### config.mk
export PLATFORM = sky130hd
export DESIGN_NAME = ss_cell
export DESIGN_NICKNAME = d
export VERILOG_FILES = /design/src/rtl/sorted_set_table_assert.svh /design/src/rtl/ss_pkg.sv /design/src/rtl/ss_cell.sv
export SDC_FILE = /design/constraint.sdc
export NUM_CORES = 1
export LEC_CHECK = 0
export BUFFER_PORTS_ARGS = -buffer_cell sky130_fd_sc_hd__buf_2
export CORE_MARGIN = 5
export CORE_UTILIZATION = 45
export CTS_BUF_LIST = sky130_fd_sc_hd__clkbuf_4 sky130_fd_sc_hd__clkbuf_8 sky130_fd_sc_hd__clkbuf_16
export CTS_CLUSTER_DIAMETER = 40
export DETAILED_ROUTE_END_ITERATION = 6
export PLACE_DENSITY_LB_ADDON = 0.08
export SLEW_MARGIN = 20
export SYNTH_ARGS = -nofsm -noshare
export SYNTH_HDL_FRONTEND = slang
export SYNTH_SLANG_ARGS = --single-unit
### constraint.sdc
create_clock -name clock -period 4.28 [get_ports clock]
set_input_delay 0.642 -clock clock [delete_from_list [all_inputs] [get_ports clock]]
set_output_delay 0.642 -clock clock [all_outputs]
set_load 0.01 [all_outputs]
### src/rtl/sorted_set_table_assert.svh
// Assertion macros for the sorted set table.
// Used by sorted_set_table.sv; expects signals named clock and reset in scope.
`ifndef SORTED_SET_TABLE_ASSERT_SVH
`define SORTED_SET_TABLE_ASSERT_SVH

// Same-cycle implication, disabled during reset
`define SST_ASSERT_NOW(label, ante, cons, msg) \
   label: assert property (@(posedge clock) disable iff (reset) (ante) |-> (cons)) \
      else $error(msg);

// Next-cycle implication, disabled during reset
`define SST_ASSERT_NEXT(label, ante, cons, msg) \
   label: assert property (@(posedge clock) disable iff (reset) (ante) |=> (cons)) \
      else $error(msg);

`endif

### src/rtl/ss_pkg.sv
// Shared types and constants for the sorted set table.
// No dependencies; imported by the interfaces, the cell and the top level.
package ss_pkg;

   localparam int ElemW = 32;
   localparam int CmdW  = 3;
   localparam int CfgW  = 7;

   localparam int DefCapacity = 64;
   localparam logic [CfgW-1:0] DefMaxCount = 7'd64;

   // Command codes
   localparam logic [CmdW-1:0] CMD_INSERT  = 3'd0;
   localparam logic [CmdW-1:0] CMD_REMOVE  = 3'd1;
   localparam logic [CmdW-1:0] CMD_MEMBER  = 3'd2;
   localparam logic [CmdW-1:0] CMD_POP     = 3'd3;
   localparam logic [CmdW-1:0] CMD_RESTART = 3'd4;
   localparam logic [CmdW-1:0] CMD_NEXT    = 3'd5;

   // Per-cycle control broadcast to every cell
   typedef struct packed {
      logic capture;     // latch compare flags against the incoming key
      logic shift_up;    // insert: open a slot at the insertion point
      logic shift_down;  // remove: close the slot of the matching cell
   } cell_ctl_type;

endpackage

### src/rtl/ss_cell.sv
// One slot of the sorted table: holds an element, compares it with the
// request key and shifts toward its neighbors. Depends on ss_pkg.
module ss_cell #(
   parameter int CellIndex = 0,
   parameter int CntW      = 7
) (
   input  logic                            clock,
   input  ss_pkg::cell_ctl_type            ctl,
   input  logic [CntW-1:0]                 count,
   input  logic signed [ss_pkg::ElemW-1:0] cmp_key,
   input  logic signed [ss_pkg::ElemW-1:0] ins_key,
   input  logic signed [ss_pkg::ElemW-1:0] left_value,
   input  logic                            left_lt,
   input  logic signed [ss_pkg::ElemW-1:0] right_value,
   output logic signed [ss_pkg::ElemW-1:0] value,
   output logic                            lt,
   output logic                            eq
);
   import ss_pkg::*;

   localparam logic [CntW-1:0] MyIdx = CntW'(CellIndex);

   logic signed [ElemW-1:0] value_ff, value_in;
   logic                    lt_ff, lt_in;
   logic                    eq_ff, eq_in;
   logic                    in_use;

   assign in_use = (MyIdx < count);

   // Compare flags, taken when the request is accepted
   always_comb begin
      lt_in = lt_ff;
      eq_in = eq_ff;
      if (ctl.capture) begin
         lt_in = in_use && (value_ff < cmp_key);
         eq_in = in_use && (value_ff == cmp_key);
      end
   end

   // Shift: cells below the insertion/removal point keep their value
   always_comb begin
      value_in = value_ff;
      if (ctl.shift_up && !lt_ff) begin
         value_in = left_lt ? ins_key : left_value;
      end else if (ctl.shift_down && !lt_ff) begin
         value_in = right_value;
      end
   end

   always_ff @(posedge clock) begin
      value_ff <= value_in;
      lt_ff    <= lt_in;
      eq_ff    <= eq_in;
   end

   assign value = value_ff;
   assign lt    = lt_ff;
   assign eq    = eq_ff;
endmodule

=== Word level (Yosys, flattened, before mapping) ===
Index checks and enable logic that the tools add are counted.

* Register bits: 34
* Input port bits: 140
* Output and inout bits: 34
* Word-level logic and storage cells: 15

* Magnitude comparators: 2
* Eq/ne operators: 1
* Multiplexer cells: 3
* Reduce and logical (&&, ||, !) cells: 6

{| class="wikitable"
|+ Operators with widths
! operator !! count
|-
| 2-to-1 mux 32 bit || 3
|-
| == test 32 bit || 1
|-
| < comparator 32 bit || 1
|-
| < comparator 1 x 7 -> 1 bit (first input constant) || 1
|-
| logical AND 1 bit || 4
|-
| nonzero test 2 bit || 1
|-
| zero test 1 bit || 1
|}

=== Logic depth before layout (Yosys ltp) ===
Gate-level depths: netlist (run 1).

* Word-level depth: 4
* Mapped depth: 7
* Mapped depth without buffers: 7

=== Least setup slack after synthesis (run 1) ===
No wires, ideal clock.

* Kind: input-to-reg
* From: input port ctl[1] in the netlist's numbering
* To: register value_ff[0], in the netlist value[0], enable pin
* Arrival: 2.040 ns
* Required time: 3.858 ns
* Slack: 1.818 ns
* Cell stages on the path: 2
* Path buffers: 0
* Cells stage by stage: nor2_1 -> nor2_1

* Word-level cells in the longest chain between the ends: 2

{| class="wikitable"
|+ Ends and longest elaborated chain
! item !! line !! source
|-
| start: declaration || ss_cell.sv:8 || <nowiki>input ss_pkg::cell_ctl_type ctl,</nowiki>
|-
| logical AND 1 bit || ss_cell.sv:43 || <nowiki>if (ctl.shift_up && !lt_ff) begin</nowiki>
|-
| nonzero test 2 bit (no line) || n/a ||
|-
| end signal: assignment || ss_cell.sv:51 || <nowiki>value_ff <= value_in;</nowiki>
|-
| end: declaration || ss_cell.sv:23 || <nowiki>logic signed [ElemW-1:0] value_ff, value_in;</nowiki>
|}

No other way between the ends.
A chain may end at the register's enable or synchronous reset.

=== Worst setup path after layout (run 1) ===
* From: input port cmp_key[15] in the netlist's numbering
* To: register lt_ff, in the netlist lt (data pin)

* Word-level cells in the longest chain between the ends: 2

{| class="wikitable"
|+ Ends and longest elaborated chain
! item !! line !! source
|-
| start: declaration || ss_cell.sv:10 || <nowiki>input logic signed [ss_pkg::ElemW-1:0] cmp_key,</nowiki>
|-
| < comparator 32 bit || ss_cell.sv:35 || <nowiki>lt_in = in_use && (value_ff < cmp_key);</nowiki>
|-
| logical AND 1 bit || ss_cell.sv:35 ||
|-
| end signal: assignment || ss_cell.sv:52 || <nowiki>lt_ff <= lt_in;</nowiki>
|-
| end: declaration || ss_cell.sv:24 || <nowiki>logic lt_ff, lt_in;</nowiki>
|}

No other way between the ends.

==> run_results.csv, run 1 <==
group,metric,value,unit
run_status,status,"finished clean",
finish,final_util,64.4,%
yosys,ys_ff_latch,34,
clock_tree,worst_skew_pair.late_latency,0.27,ns
pwr,fin_total_pwr,1020,uW
global_route,use_met2,34.6,%
global_route,grt_start_max_net_pins,65,
route,dr.pass1.iters,4,
timing,setup_viol_count_final,0,
setup_path,crit_fanout,3,
global_route,use_met1,20.2,%
setup_path,r2r-end,"lt$_DFFE_PP_",
setup_path,timing.critical_path.buf_inv,2,
die,die_y,85.1,microns
timing,worst_slew_pin_slew,1.02,ns
pwr,peakVddDrop,0.180,mV
setup_path,critical-path-top-delay-family,"simple AND/OR/NAND/NOR gates",
setup_path,crit_path_start_kind,"input port",
clock_tree,numCtsBuffers,5,
die,initial_core_util,46.1,%
route,wl,6840,microns
finish,fin_nets,606,
global_route,antenna_found_initial,0,
route,antenna_left,0,
finish,drive_gt1_share,42.5,%
die,ioPinCount,174,
setup_path,crit_required,4.31,ns
setup_path,timing.reg2reg.setup_slack,2.03,ns
timing,finClkSkew,0.00177,ns
timing,hold_viol_final,0,
clock_tree,cts_tree,"yes",
setup_path,slowest_delay,0.44,ns
global_route,grt_pass1_vias,2536,
yosys,syn-num-nets,437,
clock_tree,ctsResizeCount,0,
global_route,grt.overflow.total,0,
min_path,hold_class,"input port to register",
timing,fin_crit,2.28,ns
timing,hold_slack,0.588,ns
finish,final_cell_area,0.00354,sq mm
yosys,synthDistinctLibCells,25,
die,rows,27,
setup_path,crit_arrival,2.31,ns
setup_path,critPathCaptureType,"register",
global_route,grt_pass1_wl,10900,microns
route,vias,2440,
yosys,ys_seq_area_share,40.2,%
route,drc,0,
setup_path,r2r-start,"value[15]$_DFFE_PP_",
clock_tree,htree_levels,2,
die,die_w,85.1,microns
setup_path,critPathKind,"input port to register",
yosys,yosysTopAreaCell,"edfxtp_1",
min_path,hold_end,"eq$_DFFE_PP_",
route,wl_per_cell,13.5,microns
pwr,p_leak,0.00191,uW
clock_tree,clock-sinks,34,
global_route,grt_usage,18.4,%
yosys,netlist_top_cells_area,"edfxtp_1, ha_1, mux2i_1",
finish,area_growth,39.6,%
global_route,grt.busiest_layer,"met2",
place,placed_area,0.00346,sq mm
die,dieArea,0.00724,sq mm
clock_tree,cts_hold_buf,0,
place,io_buffers,173,
min_path,holdPathStages,1,
global_route,gr-usage-met3,6.12,%
setup_path,worstRegToRegCells,6,
yosys,syn_avg_cell_area,9.58,sq um
pwr,powerDensity,289,mW/mm^2
route,vias_per_cell,4.81,
clock_tree,clk_pin_slew_worst_paths,0.07,ns
setup_path,crit_chain,"buf_2, inv_1, ha_1, nand4_1, nor4_1, o21ai_1, a31oi_1, mux2_2",
yosys,synth_top_cell_area_share,40.2,%
run,cap_violations,0,
die,core_area,0.00551,sq mm
place,place.detailed.hpwl,5710,microns
timing,relSlewSlack,31.9,%
setup_path,crit_path_top_delay_cell,"nor4_1",
route,drtIter0Drc,81,
yosys,synth_cells,265,
timing,rsz0062_at_grt,"false",
timing,slew_viol_final,0,
clock_tree,root_buffer,"clkbuf_8",
place,place.gp.congestion,0.766,
clock_tree,clk_path_buf_depth,2,
yosys,synth-warning-count,0,
timing,fmax,438,MHz
min_path,hold_start,"ctl[2]",
clock_tree,cts_setup_buffers,0,
finish,antenna_cells,0,
timing,setup_tns,0,ns
yosys,syn_area,0.00254,sq mm
timing,fin_crit_sh,53.3,%
[where the power goes]
part           switching, uW  total, uW  internal [uW]
clock network            111        229            118
logic                    181        339            158
registers               24.4        456            432
[cells in the mapped netlist (all sizes together)]
cell	number
a211oi	2
nand4	4
ha	32
nor4b	1
a21oi	14
and4	2
a21o	1
buf	3
mux2	1
nor4	3
nor2b	2
nor4bb	1
edfxtp	34
mux2i	32
o31a	1
nor2	5
inv	33
a31oi	1
nand2	42
o21ai	39
nand2b	3
clkbuf	8
or4	1
[metrics by stage]
stage	worst slack (ns)	instances
after floorplan	1.82	265
after global placement	1.74	499
after detailed placement	1.71	499
after CTS	2.01	507
after global routing	1.88	507
final	2.00	507
[worst max path at each step]
stage / start / endpoint / slack, ns / depth (start not counted)
finish: cmp_key[15] / lt$_DFFE_PP_ / 2.00 / 8
global route: cmp_key[15] / lt$_DFFE_PP_ / 1.88 / 8
CTS: cmp_key[15] / lt$_DFFE_PP_ / 2.01 / 8
detailed placement: cmp_key[15] / lt$_DFFE_PP_ / 1.71 / 8
global placement: cmp_key[15] / lt$_DFFE_PP_ / 1.74 / 8
floorplan: ctl[1] / value[0]$_DFFE_PP_ / 1.82 / 2
[cell type report]
| cell class | count | area, sq um |
|---|---|---|
| Clock buffer | 6 | 76.3 |
| Clock inverter | 2 | 8.76 |
| Fill cell | 495 | 1960 |
| Inverter | 33 | 124 |
| Multi-Input combinational cell | 187 | 1360 |
| Sequential cell | 34 | 1020 |
| Tap cell | 72 | 90.1 |
| Timing Repair Buffer | 173 | 866 |
[logic make-up after synthesis]
logic type / share of synthesized area, %
fa+ha+maj: 15.8
simple gates: 12.4
buf+inv: 6.65
flops: 40.2
compound gates: 11.9
mux: 13.1
[cell usage in the layout (no fill, tap or decap), drive strengths merged, types with 2 or more instances in the layout]
cell type  Yosys  routed
buf            3     173
nand2         42      42
o21ai         39      39
edfxtp        34      34
inv           33      33
mux2i         32      32
ha            32      32
a21oi         14      14
clkbuf         8       6
nor2           5       5
nand4          4       4
nand2b         3       3
nor4           3       3
and4           2       2
a211oi         2       2
nor2b          2       2
clkinv         0       2
[state kept, by name, indices dropped and copies added (netlist names)]
signal  flops
eq          1
value      32
lt          1
[layer usage]
layer / up-vias / share of wire (%)
li1: 1276 / -
met4: 0 / 0.48
met3: 2 / 9.2
met5: - / 0
met1: 1064 / 39
met2: 98 / 51
No activity file was read; power rests on OpenSTA's default activity.
==> run 2, diff against run 1 <==
--- a/config.mk
+++ b/config.mk
@@ -5,9 +5,10 @@
 export SDC_FILE = /design/constraint.sdc
 export NUM_CORES = 1
 export LEC_CHECK = 0
+export ABC_AREA = 1
 export BUFFER_PORTS_ARGS = -buffer_cell sky130_fd_sc_hd__buf_2
 export CORE_MARGIN = 5
-export CORE_UTILIZATION = 45
+export CORE_UTILIZATION = 39
 export CTS_BUF_LIST = sky130_fd_sc_hd__clkbuf_4 sky130_fd_sc_hd__clkbuf_8 sky130_fd_sc_hd__clkbuf_16
 export CTS_CLUSTER_DIAMETER = 40
 export DETAILED_ROUTE_END_ITERATION = 6
==> constraint.sdc (replaced) <==
create_clock -name clock -period 2.1 [get_ports clock]
set_input_delay 0.315 -clock clock [delete_from_list [all_inputs] [get_ports clock]]
set_output_delay 0.315 -clock clock [all_outputs]
set_load 0.01 [all_outputs]
==> run_results.csv, run 2 <==
group,metric,value,unit
yosys,synth-warning-count,0,
setup_path,crit_path_start_kind,"register",
pwr,clkPwrFrac,26.1,%
yosys,ys_seq_area_share,38.9,%
route,drtIter0Drc,61,
clock_tree,clock-sinks,34,
pwr,p_leak,0.00200,uW
setup_path,crit_chain,"ha_1, nand2_2, nor2_4, nand4_2, nor2_1, nand2_2, a21oi_1, nor2_1",
die,die_w,92.0,microns
global_route,grt.overflow.total,0,
timing,rsz0062_at_grt,"false",
die,ioPinCount,174,
die,rows,30,
finish,final_common_cell,"buf_2",
yosys,syn-num-nets,508,
yosys,synth_cells,336,
clock_tree,worst_skew_pair.late_latency,0.28,ns
pwr,p_int,1530,uW
finish,largest_reg_flops,32,
global_route,antenna_found_initial,0,
setup_path,critPathKind,"register to register",
finish,area_growth,39.8,%
yosys,ys_top_cells_by_count,"nand2_1, inv_1, nor2_1, edfxtp_1",
pwr,powerDensity,604,mW/mm^2
place,place.gp.congestion,0.727,
pwr,power.switching,683,uW
yosys,syn_area,0.00263,sq mm
setup_path,crit_arrival,1.78,ns
yosys,synthArstFlopShare,0,%
die,core_area,0.00668,sq mm
route,antenna_left,0,
timing,finClkSkew,0.00614,ns
timing,hold_slack,0.255,ns
timing,worst_slew_pin_slew,0.536,ns
timing,fin_crit,1.74,ns
route,wl_per_cell,12.1,microns
pwr,peakVddDrop,0.342,mV
setup_path,crit_fanout,3,
die,die_y,92.0,microns
setup_path,critPathCaptureType,"register",
yosys,ys_ff_latch,34,
clock_tree,cts_setup_buffers,0,
yosys,yosysMostFrequentCell,"nand2_1",
finish,drive_gt1_share,38.9,%
run,cap_violations,0,
die,initial_core_util,39.3,%
yosys,syn_avg_cell_area,7.81,sq um
pwr,power.share.combinational,32.4,%
finish,antenna_cells,0,
clock_tree,numCtsBuffers,5,
setup_path,timing.critical_path.buf_inv,0,
route,drc,0,
pwr,seqPwrFrac,41.5,%
finish,fin_nets,679,
route,vias,2748,
clock_tree,htree_levels,2,
clock_tree,cts_tree,"yes",
place,io_buffers,173,
global_route,grt_usage,16.6,%
yosys,synthDistinctLibCells,23,
finish,n_fill_cell,654,
yosys,yosys_most_used_dff,"edfxtp_1",
timing,hold_viol_final,0,
setup_path,critical-path-top-delay-family,"simple AND/OR/NAND/NOR gates",
place,place.detailed.hpwl,5940,microns
setup_path,slowest_delay,0.41,ns
timing,relSlewSlack,64.0,%
clock_tree,cts_hold_buf,0,
setup_path,crit_required,2.14,ns
timing,slew_viol_final,0,
route,wl,7120,microns
clock_tree,clk_path_buf_depth,2,
yosys,netlist_top_cells_area,"edfxtp_1, ha_1, nand2_1",
clock_tree,clk_pin_slew_worst_paths,0.07,ns
finish,final_cell_mix,"buf_2, nand2_1, inv_1, nor2_1, edfxtp_1",
clock_tree,ctsResizeCount,0,
clock_tree,root_buffer,"clkbuf_8",
die,dieArea,0.00847,sq mm
timing,fin_crit_sh,82.9,%
global_route,grt_pass1_vias,2752,
finish,final_util,54.9,%
route,dr.pass1.iters,4,
timing,setup_viol_count_final,0,
timing,setup_tns,0,ns
yosys,synth_edf_count,34,
yosys,synth_top_cell_area_share,38.9,%
timing,fmax,574,MHz
setup_path,crit_path_top_delay_cell,"edfxtp_1",
min_path,hold_class,"input port to register",
run_status,status,"finished clean",
global_route,grt_start_max_net_pins,33,
pwr,swShare,30.8,%
yosys,yosysTopAreaCell,"edfxtp_1",
route,vias_per_cell,4.68,
global_route,grt_pass1_wl,11600,microns
## run 2: power by group through the flow
stage                     Sequential, uW  Clock, uW  Combinational [uW]
after CTS                            921        601                 734
after global routing                 930        633                 824
final                                918        578                 718
after floorplan                      972          0                 384
after detailed placement             935          0                 730
after global placement               933          0                 714
## run 2: kinds of logic after synthesis
| kind of cell | share of synthesized area, % |
|---|---|
| AND/OR/NAND/NOR | 25.1 |
| buffers and inverters | 9.39 |
| AO/OA/AOI/OAI | 11.3 |
| flip-flops | 38.9 |
| adder cells (fa/ha/maj) | 15.3 |
## run 2: per-layer routing
layer | part of all wire, % | track usage [%]
met4 | 1.4 | 4.70
met2 | 50 | 31.4
met5 | 0 | 0
met3 | 9.6 | 5.33
met1 | 39 | 17.5
## run 2: final timing paths
| path | end | slack [ns] | start | cells after the start |
|---|---|---|---|---|
| worst max-delay path | lt$_DFFE_PP_ | 0.36 | value[31]$_DFFE_PP_ | 8 |
| worst min-delay path | lt$_DFFE_PP_ | 0.25 | ctl[2] | 1 |
| worst max register to register | lt$_DFFE_PP_ | 0.36 | value[31]$_DFFE_PP_ | 8 |
| worst min register to register | eq$_DFFE_PP_ | 0.92 | value[1]$_DFFE_PP_ | 4 |
## run 2: area by class of cell
class / count / area (sq um) / share of cell area (%)
tap: 80 / 100 / 2.73
inverter: 49 / 184 / 5.01
sequential: 34 / 1020 / 27.8
timing repair buffer: 177 / 896 / 24.4
clock inverter: 2 / 33.8 / 0.921
multi-input combinational: 240 / 1370 / 37.2
clock buffer: 5 / 68.8 / 1.88
## run 2: worst reg2reg max path, stage by stage, from the launching register on
cell and delay [ns]:
edfxtp_1 0.41, ha_1 0.35, nand2_2 0.09, nor2_4 0.12, nand4_2 0.09, nor2_1 0.16, nand2_2 0.08, a21oi_1 0.12
nor2_1 0.06
## run 2: per-stage QoR
step	worst slack, ns	power (uW)	instance area, sq um	instances
2_1_floorplan	0.319	1360	2630	336
3_3_place_gp	0.367	1650	3570	580
3_5_place_dp	0.333	1670	3570	580
4_1_cts	0.323	2260	3670	587
5_1_grt	0.195	2390	3670	587
6_report	0.358	2210	3670	587
==> run 3, diff against run 2 <==
==> constraint.sdc (replaced) <==
create_clock -name clock -period 1.6 [get_ports clock]
set_input_delay 0.24 -clock clock [delete_from_list [all_inputs] [get_ports clock]]
set_output_delay 0.24 -clock clock [all_outputs]
set_load 0.01 [all_outputs]
==> run_results.csv, run 3 (same netlist as run 2, synthesis figures left out) <==
group,metric,value,unit
run_status,status,"finished, violations left",
run_status,violations,"setup timing",
finish,fin_nets,695,
timing,worst_slew_pin_slew,0.363,ns
pwr,seqPwrFrac,42.3,%
finish,drive_gt1_share,43.7,%
pwr,clkPwrFrac,20.0,%
die,die_w,92.0,microns
route,dr.pass1.iters,4,
die,initial_core_util,39.3,%
route,drtIter0Drc,90,
finish,antenna_cells,0,
pwr,peakVddDrop,0.312,mV
timing,hold_viol_final,0,
die,die_y,92.0,microns
setup_path,r2r-end,"lt$_DFFE_PP_",
pwr,power.share.combinational,37.7,%
setup_path,timing.critical_path.buf_inv,1,
timing,rsz0062_at_grt,"true",
die,dieArea,0.00847,sq mm
route,top_layer_used,"met4",
setup_path,r2r-start,"value[14]$_DFFE_PP_",
clock_tree,clk_pin_slew_worst_paths,0.07,ns
global_route,grt_usage,18.0,%
pwr,p_int,1940,uW
clock_tree,root_buffer,"clkbuf_8",
route,antenna_left,0,
route,vias_per_cell,4.68,
setup_path,critPathKind,"register to register",
clock_tree,numCtsBuffers,5,
route,wl_per_cell,12.7,microns
global_route,grt_pass1_vias,2861,
route,met2WireLength,3900,microns
die,rows,30,
global_route,grt_start_max_net_pins,35,
timing,setup_viol_count_final,1,
clock_tree,clk_path_buf_depth,2,
clock_tree,clock-sinks,34,
finish,n_fill_cell,658,
timing,setup_tns,-0.0781,ns
place,place.gp.congestion,0.762,
pwr,swShare,32.6,%
timing,fin_crit,1.68,ns
global_route,antenna_found_initial,0,
setup_path,worstRegToRegCells,11,
route,met3WireLength,697,microns
timing,relSlewSlack,75.8,%
clock_tree,worst_skew_pair.late_latency,0.28,ns
die,ioPinCount,174,
run,cap_violations,0,
place,place.detailed.hpwl,6300,microns
min_path,hold_class,"input port to register",
timing,slew_viol_final,0,
setup_path,critical-path-top-delay-family,"simple AND/OR/NAND/NOR gates",
min_path,hold_start,"ctl[2]",
min_path,holdPathStages,1,
global_route,grt_pass1_wl,12500,microns
clock_tree,htree_levels,2,
setup_path,crit_chain,"ha_1, nand2_2, inv_1, nand2_1, nand2_1, a21oi_2, nand3_2, nand2_2, nand3_2, nand2_1, nor2_1",
setup_path,slowest_delay,0.41,ns
setup_path,critPathCaptureType,"register",
pwr,power.switching,935,uW
global_route,grt.overflow.total,0,
setup_path,crit_arrival,1.72,ns
die,core_area,0.00668,sq mm
setup_path,crit_fanout,2,
route,drc,0,
timing,finalWorstSetupSlack,-0.0781,ns
min_path,hold_end,"eq$_DFFE_PP_",
route,wl,7660,microns
finish,largest_reg_flops,32,
route,wl_met1,2950,microns
finish,area_growth,49.0,%
clock_tree,cts_tree,"yes",
timing,fin_crit_sh,105,%
setup_path,crit_path_start_kind,"register",
setup_path,crit_required,1.64,ns
setup_path,timing.reg2reg.setup_slack,-0.08,ns
finish,final_common_cell,"buf_2",
timing,hold_slack,0.198,ns
setup_path,cp_common_cell,"nand2_1",
place,io_buffers,173,
pwr,powerDensity,734,mW/mm^2
pwr,p_leak,0.00208,uW
route,vias,2817,
timing,finClkSkew,0.00318,ns
finish,final_cell_mix,"buf_2, nand2_1, inv_1, nor2_1, edfxtp_1",
pwr,fin_total_pwr,2870,uW
timing,fmax,596,MHz
setup_path,crit_path_top_delay_cell,"edfxtp_1",
==> run 3: layout make-up <==
| cell class | instances | area [sq um] | area share, % |
|---|---|---|---|
| clock buffers | 5 | 68.8 | 1.76 |
| clock inverters | 1 | 3.75 | 0.0960 |
| inverters | 49 | 184 | 4.70 |
| multi-input cells | 240 | 1490 | 38.2 |
| flip-flops and latches | 34 | 1020 | 26.1 |
| well taps | 80 | 100 | 2.56 |
| repair buffers | 193 | 1040 | 26.6 |
==> run 3: through the flow <==
stage	instance area [sq um]	worst slack (ns)	utilization, %	std cells
3_5_place_dp	3730	-0.134	55.8	592
4_1_cts	3860	-0.0830	57.8	600
6_report	3910	-0.0781	58.5	602
5_1_grt	3910	-0.244	58.5	602
3_3_place_gp	3730	-0.119	55.8	592
2_1_floorplan	2680	-0.0302	-	336
==> run 3: routing by layer <==
metal,up-vias,global-route usage (%)
met5,-,0
met1,1223,20.2
met2,108,32.4
li1,1478,-
met3,8,5.74
met4,0,5.57
==> run 3: how the worst max path moves through the flow <==
stage	cells past startpoint	start	end	slack, ns
6_report	11	value[14]$_DFFE_PP_	lt$_DFFE_PP_	-0.08
5_1_grt	10	value[14]$_DFFE_PP_	lt$_DFFE_PP_	-0.24
4_1_cts	10	value[14]$_DFFE_PP_	lt$_DFFE_PP_	-0.08
3_5_place_dp	8	value[23]$_DFFE_PP_	lt$_DFFE_PP_	-0.13
3_3_place_gp	8	value[23]$_DFFE_PP_	lt$_DFFE_PP_	-0.12
2_1_floorplan	10	value[13]$_DFFE_PP_	lt$_DFFE_PP_	-0.03
==> run 3: worst register-to-register path: cells and delay by family, from the launching register on <==
kind | cells | cell delay (ns)
flops | 1 | 0.41
fa+ha+maj | 1 | 0.32
buf+inv | 1 | 0.05
simple gates | 8 | 0.54
compound gates | 1 | 0.12
==> run 3: what timing repair did <==
item / 4_1_cts / 5_1_grt
pin swaps: 6 / 5
buffers inserted: 2 / 2
resized for setup: 9 / 5
endpoints found under the setup margin: 2 / 2
hold buffers: 0 / 0
==> run 3: power by group through the flow <==
stage / Combinational (uW) / Clock [uW] / Sequential (uW)
6_report: 1080 / 574 / 1220
3_5_place_dp: 1040 / 0 / 1230
3_3_place_gp: 1010 / 0 / 1220
2_1_floorplan: 526 / 0 / 1280
5_1_grt: 1230 / 641 / 1230
4_1_cts: 1080 / 600 / 1210
